--- src/hdl/assert_macros.svh ---
// Assertion macros for the RTL, included by linear_solve_2x2.
// All of them are clocked on aclk and are disabled while aresetn is low.
`ifndef ASSERT_MACROS_SVH
`define ASSERT_MACROS_SVH

// The antecedent implies the consequent in the same cycle.
`define ASSERT_IMP(lbl, ante, cons) \
    lbl: assert property (@(posedge aclk) disable iff (!aresetn) (ante) |-> (cons)) \
        else $error("assertion failed");

// The antecedent implies the consequent in the next cycle.
`define ASSERT_NEXT(lbl, ante, cons) \
    lbl: assert property (@(posedge aclk) disable iff (!aresetn) (ante) |=> (cons)) \
        else $error("assertion failed");

`endif

--- src/hdl/ls2_pkg.sv ---
`timescale 1ns / 1ps
// ----------------------------------------------------------------------------
// ls2_pkg
// Types and constants for the 2x2 Cramer's rule solver.
// ----------------------------------------------------------------------------
package ls2_pkg;

    localparam int unsigned ELEM_W   = 32;   // Q16.16 element
    localparam int unsigned PROD_W   = 64;   // Q32.32 product
    localparam int unsigned SUM_W    = 65;   // difference of two products
    localparam int unsigned QBITS    = 32;   // quotient bits, one per cell
    localparam int unsigned FRAC_W   = 16;
    localparam logic [31:0] THR_RESET = 32'd42950;
    localparam logic [31:0] POS_MAX   = 32'h7FFF_FFFF;
    localparam logic [31:0] NEG_MIN   = 32'h8000_0000;

    // Word carried along the divider chain
    typedef struct packed {
        logic [PROD_W-1:0] d;       // divisor, |det|
        logic [PROD_W-1:0] r0;      // partial remainder for x0
        logic [PROD_W-1:0] r1;      // partial remainder for x1
        logic [QBITS-1:0]  q0;      // dividend bits out, quotient bits in
        logic [QBITS-1:0]  q1;
        logic              solved;
        logic              big0;    // quotient for x0 reaches 2^32
        logic              big1;
        logic              neg0;    // operand signs differ
        logic              neg1;
    } div_word_t;

endpackage

--- src/hdl/ls2_div_cell.sv ---
`timescale 1ns / 1ps
// ----------------------------------------------------------------------------
// ls2_div_cell
// One restoring division step for both numerators against a shared divisor.
// ----------------------------------------------------------------------------
module ls2_div_cell
    import ls2_pkg::*;
(
    input  logic      aclk,
    input  logic      aresetn,
    input  logic      en,
    input  logic      in_valid,
    input  div_word_t in_word,
    output logic      out_valid,
    output div_word_t out_word
);

    logic      valid_reg;
    div_word_t word_reg;
    div_word_t word_next;
    logic [PROD_W:0] t0, t1, dd;

    always_comb begin
        word_next = in_word;
        dd = {1'b0, in_word.d};
        t0 = {in_word.r0, in_word.q0[QBITS-1]};
        t1 = {in_word.r1, in_word.q1[QBITS-1]};
        // subtract when the shifted remainder covers the divisor
        if (t0 >= dd) begin
            word_next.r0 = PROD_W'(t0 - dd);
            word_next.q0 = {in_word.q0[QBITS-2:0], 1'b1};
        end else begin
            word_next.r0 = t0[PROD_W-1:0];
            word_next.q0 = {in_word.q0[QBITS-2:0], 1'b0};
        end
        if (t1 >= dd) begin
            word_next.r1 = PROD_W'(t1 - dd);
            word_next.q1 = {in_word.q1[QBITS-2:0], 1'b1};
        end else begin
            word_next.r1 = t1[PROD_W-1:0];
            word_next.q1 = {in_word.q1[QBITS-2:0], 1'b0};
        end
    end

    always_ff @(posedge aclk) begin
        if (!aresetn) begin
            valid_reg <= 1'b0;
        end else if (en) begin
            valid_reg <= in_valid;
        end
    end

    always_ff @(posedge aclk) begin
        if (en) begin
            word_reg <= word_next;
        end
    end

    assign out_valid = valid_reg;
    assign out_word  = word_reg;

endmodule

--- config.mk ---
export PLATFORM = sky130hd
export DESIGN_NAME = ls2_div_cell
export DESIGN_NICKNAME = d
export VERILOG_FILES = /design/src/hdl/assert_macros.svh /design/src/hdl/ls2_pkg.sv /design/src/hdl/ls2_div_cell.sv
export SDC_FILE = /design/constraint.sdc
export NUM_CORES = 1
export LEC_CHECK = 0
export BUFFER_PORTS_ARGS = -buffer_cell sky130_fd_sc_hd__buf_2
export CORE_AREA = 2 2 204 206
export DETAILED_ROUTE_END_ITERATION = 12
export DIE_AREA = 0 0 206 208
export GPL_ROUTABILITY_DRIVEN = 0
export GPL_TIMING_DRIVEN = 0
export PLACE_DENSITY = 0.64
export SETUP_SLACK_MARGIN = 0.4
export SLEW_MARGIN = 20
export SYNTH_ARGS = -nofsm -noshare
export SYNTH_HDL_FRONTEND = slang
export SYNTH_SLANG_ARGS = --single-unit
--- constraint.sdc ---
create_clock -name aclk -period 4.4 [get_ports aclk]
set_input_delay 0.88 -clock aclk [delete_from_list [all_inputs] [get_ports aclk]]
set_output_delay 0.88 -clock aclk [all_outputs]
set_load 0.01 [all_outputs]
# ---- After elaboration in Yosys (flattened, before gate mapping)
# Index checks and enable logic that the tools add are counted.
dict set report word_totals {
  reg_bits 262
}
dict set report classes {
  add_sub_neg 2
  muxes 4
  order_cmp 2
}
# op count
set op_table {}
lappend op_table {{65-bit by 64-bit >= comparator with 1-bit output} 2}
lappend op_table {{64-bit 2-to-1 mux} 2}
lappend op_table {{64-bit subtractor} 2}
lappend op_table {{1-bit 2-to-1 mux} 2}

# ---- Longest topological paths before layout
# Gate-level depths: netlist of run 1.
dict set report depth {
  ltp_word 2
  mapped_depth 16
  mapped_depth_nobuf 14
}

# ---- Worst setup path after synthesis of run 1
# OpenSTA, ideal clock, no wires.
dict set report synth_path {
  path_type {input to register}
  from {input port in_word[214] in the netlist's numbering}
  to {register word_reg (netlist bit out_word[109]) (data pin)}
  path_slack_ps 504
  required_ps 4140
  path_buffers 1
  stages 13
  arrival_time_ps 3636
  cell_sequence {inv_1 -> ha_1 -> and3_1 -> nand2_1 -> or4_1 -> o41ai_2 -> o211ai_1 -> a21oi_1 -> o21ai_1 -> o21a_2 -> inv_2 -> buf_4 -> mux2_2}
}
# element line_no
set synth_rtl {}
lappend synth_rtl {{from (decl)} ls2_div_cell.sv:13} ;# input div_word_t in_word,
lappend synth_rtl {{to (signal assigned)} ls2_div_cell.sv:55} ;# word_reg <= word_next;
lappend synth_rtl {{to (decl)} ls2_div_cell.sv:19} ;# div_word_t word_reg;

==> summary.txt, run 1 <==
Status
  • Status: finished, final reports clean

Pwr
  • Pwr Density: 368 nW/µm²
  • VDD IR max: 0.000303 V
  • Gate power share: 29.9%
  • Share of total power in sequential cells: 39.5%
  • Part of the power in the clock network: 30.6%
  • Int Pwr: 5.53 mW
  • P_leak: 9.82 nW
  • Net switching share of the total power: 31.7%
  • P_sw: 2.56 mW
  • Total power: 8.10 mW

Logic synthesis
  • Synth warnings: 0
  • Synth top area cells: edfxtp_1 (46%), ha_1 (9.5%), a21oi_1 (7.0%), a21o_1 (3.7%), nor2_1 (3.5%)
  • Synthesized area per cell: 9.92 µm²
  • Post-synth EDFFs: 261
  • Sequential share of the synthesized area: 46.5%
  • Cell variety after synth: 73
  • Synth area leader: edfxtp_1
  • Cells after synthesis: 1702
  • Post-synthesis register bit count: 262
  • Net Count, Synth: 2097
  • Mapped cell area: 16900 µm²
  • Async SR Flop Fraction: 0%
  • Post-synth top area share: 46.4%
  • Top FF cell, synth: edfxtp_1

Job
  • Total of max-cap violations: 0

GRT
  • First-pass GRT wire length: 90200 µm
  • Remaining Overflow, GRT: 0
  • Number of global-route vias before repair: 15300
  • Largest net degree at the start of global routing: 74
  • Global Route Usage Sum: 27.5%
  • Initial antenna violation count: 8

Placed design
  • PortBufs: 526
  • Post-DP HPWL: 49100 µm
  • Placed Area: 20300 µm²
  • Pre-CTS setup slack: -1.60 ns

Drt
  • Vias: 15800
  • DRT antenna net count: 0
  • Drt first pass iters: 5
  • DR WL met3: 5550 µm
  • Top Layer Used: met5
  • Vias per inst: 5.56
  • WL final: 61600 µm
  • Number of DRC markers in iteration 0: 1168
  • Residual DRC count: 0
  • Routed len/inst: 21.7 µm
  • Metal-1 WL: 24500 µm
  • Metal2 WL: 29300 µm

Die
  • Row cnt: 74
  • Initial core utilization: 41.6%
  • Area of the core: 40600 µm²
  • DIE WIDTH: 206 µm
  • Die H: 208 µm
  • Io pins: 527
  • Die ar.: 42800 µm²

Critical path
  • Worst setup SP type: input port
  • Critical path class: input port to register
  • Critical Path RT: 4.72 ns
  • Max Fanout on Critical Path: 8
  • Worst Path Arrival: 4.28 ns
  • Crit end category: register

Clock network
  • CTS tree: built
  • Clock root buffer: clkbuf_16
  • Clock transition at path regs: 0.06 ns
  • Clk buf depth: 3
  • Total CTS buffers: 30
  • Clock latency on the worst-skew pair: 0.58 ns
  • H-tree depth: 1
  • Sink Count: 262

Timing
  • F_max: 253 MHz
  • # setup viols final: 0
  • TNS Setup: 0 ns
  • Headroom to the max-slew limit: 47.0%
  • Slew @ Worst Pin: 0.784 ns
  • Tmin final: 3.96 ns
  • Final Hold Vio Count: 0
  • Max Transition Viols Final: 0
  • Unrepaired setup endpoints after global routing: false
  • Clock skew: 0 ns
  • Final setup margin: 0.440 ns
  • Tcrit/Tclk final: 90.0%

Finish
  • Area growth, synth to finish: 30.5%
  • Nets: 2679
  • Post-layout util: 54.3%
  • Register Area: 7860 µm²
  • # fillers: 3709
  • Design area: 22000 µm²
  • Area of the multi-input gates: 8730 µm²
  • Share of cells above drive strength 1: 30.9%

Worst hold path
  • Min-Delay Path Class: input port to register
cell type report:
class                           count  share of cell area [%]
Timing Repair Buffer              550                    13.3
Inverter                           90                    1.65
Clock buffer                       35                    3.59
Sequential cell                   262                    35.7
Buffer                             76                    2.30
Clock inverter                     19                   0.761
Multi-Input combinational cell   1274                    39.6
Antenna cell                        5                  0.0568
Tap cell                          532                    3.02
timing repair:
item                       4_1_cts  5_1_grt
setup buffers                    7       12
pin swaps                        6       21
setup endpoints to repair      126      126
resized for setup               62      100
cloned                           1        1
hold buffers                     0        0
worst max-delay path: stages:
cell	delay, ns
buf_2	0.09
inv_1	0.08
ha_4	0.28
buf_8	0.11
nand4_1	0.23
or4_4	0.58
o21bai_4	0.20
o41ai_4	0.05
buf_4	0.20
o211ai_1	0.11
buf_4	0.21
a21oi_4	0.25
o21ai_4	0.10
o21a_4	0.29
inv_12	0.10
buf_12	0.16
mux2_2	0.34
layer usage:
metal | GRT usage (%) | vias to the layer above
met5 | 0 | -
met4 | 9.01 | 6
met3 | 5.83 | 120
met2 | 47.0 | 718
met1 | 34.5 | 7481
li1 | - | 7469
through the flow:
step | cells | hold slack, ns
4_1_cts | 2825 | 0.449
3_5_place_dp | 2763 | 0.511
2_1_floorplan | 1702 | 0.538
6_report | 2843 | 0.476
3_3_place_gp | 2760 | 0.489
5_1_grt | 2842 | 0.451
cells in the final DEF (no fill, tap or decap), types with 16 or more instances in the layout:
master	n
a21o_1	83
a21oi_1	217
a21oi_2	19
a31oi_1	17
and3_1	16
buf_2	525
buf_4	21
buf_6	20
clkbuf_1	43
clkbuf_16	32
edfxtp_1	261
ha_1	121
inv_1	87
nand2_1	128
nand2b_1	16
nand3_1	22
nand4_1	33
nor2_1	157
o21ai_0	100
o21bai_1	17
xnor2_1	59
xor2_1	56
sequential cells by signal, indices dropped and copies added (netlist names):
| name | flops |
|---|---|
| out_valid | 1 |
| out_word | 261 |
final timing paths:
| kind | to | slack (ns) | startpoint | cells past startpoint |
|---|---|---|---|---|
| setup reg to reg | out_valid | 3.80 | out_valid | 2 |
| hold reg to reg | out_valid | 0.52 | out_valid | 2 |
| setup / recovery | out_word[109] | 0.44 | in_word[216] | 17 |
| hold / removal | out_word[51] | 0.48 | in_word[50] | 1 |
Yosys cell counts, drive strengths merged (3+ instances only):
| cell type | number |
|---|---|
| a21oi | 238 |
| nor4 | 6 |
| o21ai | 107 |
| xnor2 | 59 |
| nand2b | 16 |
| or4 | 3 |
| ha | 128 |
| nor3b | 3 |
| o2111ai | 5 |
| a31oi | 21 |
| nor2b | 12 |
| a221o | 3 |
| a41o | 4 |
| inv | 90 |
| nor2 | 159 |
| nand3b | 3 |
| edfxtp | 261 |
| and3 | 17 |
| or2 | 5 |
| o31ai | 8 |
| mux2 | 8 |
| a2111oi | 3 |
| a21o | 83 |
| nand4 | 33 |
| or3 | 9 |
| a21boi | 13 |
| buf | 23 |
| o41ai | 3 |
| o211ai | 10 |
| o21bai | 18 |
| nor3 | 15 |
| nand2 | 128 |
| clkbuf | 53 |
| and4 | 3 |
| nor4b | 4 |
| and2 | 12 |
| nand3 | 22 |
| mux2i | 5 |
| a211oi | 10 |
| o21a | 15 |
| o31a | 3 |
| xor2 | 56 |
kinds of logic after synthesis:
family	share of synthesized area (%)
AO/OA/AOI/OAI	20.2
AND/OR/NAND/NOR	12.5
flip-flops	46.5
buffers and inverters	4.14
adder cells (fa/ha/maj)	9.72
XOR/XNOR	5.97
multiplexers	0.830
power groups by stage:
stage / sequential [mW] / clock (mW) / combinational, mW
finish: 3.20 / 2.48 / 2.42
global route: 3.23 / 2.61 / 2.63
CTS: 3.20 / 2.53 / 2.31
detailed placement: 3.25 / 0 / 2.24
global placement: 3.26 / 0 / 2.20
floorplan: 3.42 / 0 / 1.16
Power figures use the tool's default switching activity.
==> inputs of run 2 (changes only) <==
Settings changed: CTS_BUF_LIST set to sky130_fd_sc_hd__clkbuf_16.
==> run 2 against run 1 <==
Compared with the run above: cell count stayed put; cell area unchanged; clock skew is the same; non-clock buffer count unchanged; largest power group unchanged; worst hold slack worse by 0.00051 ns; sequential share of layout area unchanged; sequential cell count is the same; clock-buffer cell count fell by 4; critical endpoint unchanged; sequential power about the same.
==> summary.txt, run 2 (synthesized netlist as in run 1, its figures left out) <==
Status
  • Status: finished, final reports clean (unchanged)

Critical path
  • Worst Reg2Reg Path Length in Cells: 2 (unchanged)
  • Max Fanout on Critical Path: 8 (unchanged)
  • Critical Path RT: 4.72 ns (about the same)
  • CP delay by family, top: compound AO/OA/AOI/OAI gates (unchanged)
  • Worst reg2reg setup slack: 3.80 ns (about the same)
  • CP max stage cell: or4_4 (unchanged)
  • Worst setup SP type: input port (unchanged)
  • Launch point of the worst reg-to-reg path: out_valid (unchanged)
  • Crit end category: register (unchanged)
  • Worst path bufs/invs: 7 (unchanged)
  • Crit-path most repeated cell: buf_4 (unchanged)
  • Slowest stage delay, CP: 0.58 ns (about the same)
  • Critical path class: input port to register (unchanged)
  • R2r endpoint: out_valid (unchanged)
  • CP Cell Sequence: buf_2 -> inv_1 -> ha_4 -> buf_8 -> nand4_1 -> or4_4 -> o21bai_4 -> o41ai_4 -> buf_4 -> o211ai_1 -> buf_4 -> a21oi_4 -> o21ai_4 -> o21a_4 -> inv_12 -> buf_12 -> mux2_2 (unchanged)
  • Worst Path Arrival: 4.29 ns (was 4.28 ns)
  • Worst setup path startpoint: in_word[216] (unchanged)

Pwr
  • Total power: 8.09 mW (was 8.10 mW)
  • Pwr Density: 367 nW/µm² (was 368 nW/µm²)
  • Part of the power in the clock network: 30.5% (was 30.6%)
  • P_sw: 2.56 mW (about the same)
  • Share of total power in sequential cells: 39.5% (about the same)
  • P_leak: 9.83 nW (was 9.82 nW)
  • Gate power share: 29.9% (about the same)
  • VDD IR max: 0.000303 V (about the same)
  • Net switching share of the total power: 31.7% (about the same)
  • Int Pwr: 5.52 mW (was 5.53 mW)

Placed design
  • PortBufs: 526 (unchanged)
  • Post-DP HPWL: 49100 µm (unchanged)

Finish
  • Most frequent cells in the layout: buf_2 (525), edfxtp_1 (261), a21oi_1 (217), nor2_1 (157), nand2_1 (128) (unchanged)
  • # fillers: 3709 (unchanged)
  • Area growth, synth to finish: 30.5% (unchanged)
  • Commonest non-fill, non-tap cell in the layout: buf_2 (unchanged)
  • Max reg flops: 261 (unchanged)
  • Share of cells above drive strength 1: 30.9% (unchanged)
  • Post-layout util: 54.3% (unchanged)
  • Nets: 2679 (unchanged)

Job
  • Total of max-cap violations: 0 (unchanged)

Drt
  • Routed len/inst: 21.7 µm (about the same)
  • Metal2 WL: 29300 µm (unchanged)
  • Drt first pass iters: 6 (was 5)
  • Metal-1 WL: 24600 µm (was 24500 µm)
  • DRT antenna net count: 0 (unchanged)
  • Number of DRC markers in iteration 0: 1168 (unchanged)
  • Vias per inst: 5.56 (about the same)
  • WL final: 61600 µm (about the same)
  • Residual DRC count: 0 (unchanged)
  • DR WL met3: 5490 µm (was 5550 µm)
  • Top Layer Used: met5 (unchanged)
  • Vias: 15800 (about the same)

Clock network
  • CTS Hold Bufs: 0 (unchanged)
  • Total CTS buffers: 30 (unchanged)
  • Clk buf depth: 3 (unchanged)
  • CTS tree: built (unchanged)
  • H-tree depth: 1 (unchanged)
  • Clock latency on the worst-skew pair: 0.58 ns (about the same)
  • Clock root buffer: clkbuf_16 (unchanged)
  • Sink Count: 262 (unchanged)
  • Clock transition at path regs: 0.06 ns (about the same)

Timing
  • F_max: 252 MHz (was 253 MHz)
  • Unrepaired setup endpoints after global routing: false (unchanged)
  • Clock skew: 0 ns (unchanged)
  • # setup viols final: 0 (unchanged)
  • Tcrit/Tclk final: 90.1% (was 90.0%)
  • Slew @ Worst Pin: 0.789 ns (was 0.784 ns)
  • Tmin final: 3.96 ns (about the same)
  • Final Hold Vio Count: 0 (unchanged)
  • Max Transition Viols Final: 0 (unchanged)
  • Headroom to the max-slew limit: 46.7% (was 47.0%)

Die
  • Die H: 208 µm (unchanged)
  • Io pins: 527 (unchanged)
  • Row cnt: 74 (unchanged)
  • Initial core utilization: 41.6% (unchanged)
  • DIE WIDTH: 206 µm (unchanged)
  • Die ar.: 42800 µm² (unchanged)
  • Area of the core: 40600 µm² (unchanged)

GRT
  • Number of global-route vias before repair: 15300 (unchanged)
  • Initial antenna violation count: 8 (unchanged)
  • Global Route Usage Sum: 27.5% (unchanged)
  • Largest net degree at the start of global routing: 74 (unchanged)
  • First-pass GRT wire length: 90200 µm (unchanged)
  • Remaining Overflow, GRT: 0 (unchanged)

Worst hold path
  • Beginning of the worst hold path: in_word[50] (unchanged)
  • Min-Delay Path Class: input port to register (unchanged)
  • Hold depth: 1 (unchanged)
  • Hold worst-path end: out_word[51] (unchanged)
-- run 2: changes by cell type in the layout (fill, tap and decap cells not counted), sizes merged --
cell    previous run  this run
inv               89        93
clkbuf            85        81
-- run 2: per-layer routing --
metal,global-route usage [%],up-vias
met2,47.0,710
met3,5.83,118
li1,-,7472
met4,9.01,6
met1,34.5,7493
met5,0,-
-- run 2: power by group through the flow --
stage | clock (mW) | sequential (mW) | combinational [mW]
floorplan | 0 | 3.42 | 1.16
global placement | 0 | 3.26 | 2.20
detailed placement | 0 | 3.25 | 2.24
CTS | 2.52 | 3.20 | 2.31
global route | 2.61 | 3.23 | 2.63
finish | 2.47 | 3.20 | 2.42
-- run 2: through the flow --
step                setup WS (ns)  cell area (µm²)  TNS, ns  cells  hold WS (ns)
detailed placement          -1.60            20300  -120.67   2763         0.511
global route                0.381            22000        0   2842         0.451
floorplan                   0.504            16900        0   1702         0.538
finish                      0.437            22000        0   2843         0.475
CTS                         0.385            21500        0   2825         0.449
global placement            -1.63            20200  -447.21   2760         0.489
-- run 2: worst max-delay path by stage --
stage,end,depth (start not counted)
after detailed placement,out_word[95],15
after global placement,out_word[95],15
after floorplan,out_word[109],13
after global routing,out_word[109],16
final,out_word[109],17
after CTS,out_word[174],17
-- run 2: area by class of cell --
cell class                      instances  area, µm²  area share, %
Multi-Input combinational cell       1274       8730           39.6
Sequential cell                       262       7860           35.7
Clock inverter                         23        183          0.829
Tap cell                              532        666           3.02
Clock buffer                           31        776           3.52
Inverter                               90        364           1.65
Antenna cell                            5       12.5         0.0568
Timing Repair Buffer                  550       2940           13.3
Buffer                                 76        507           2.30
-- run 2: what timing repair did --
action,CTS,global route
setup buffers,7,12
endpoints found under the setup margin,126,126
pin swaps,6,21
gates cloned,1,1
gates resized for setup,62,100
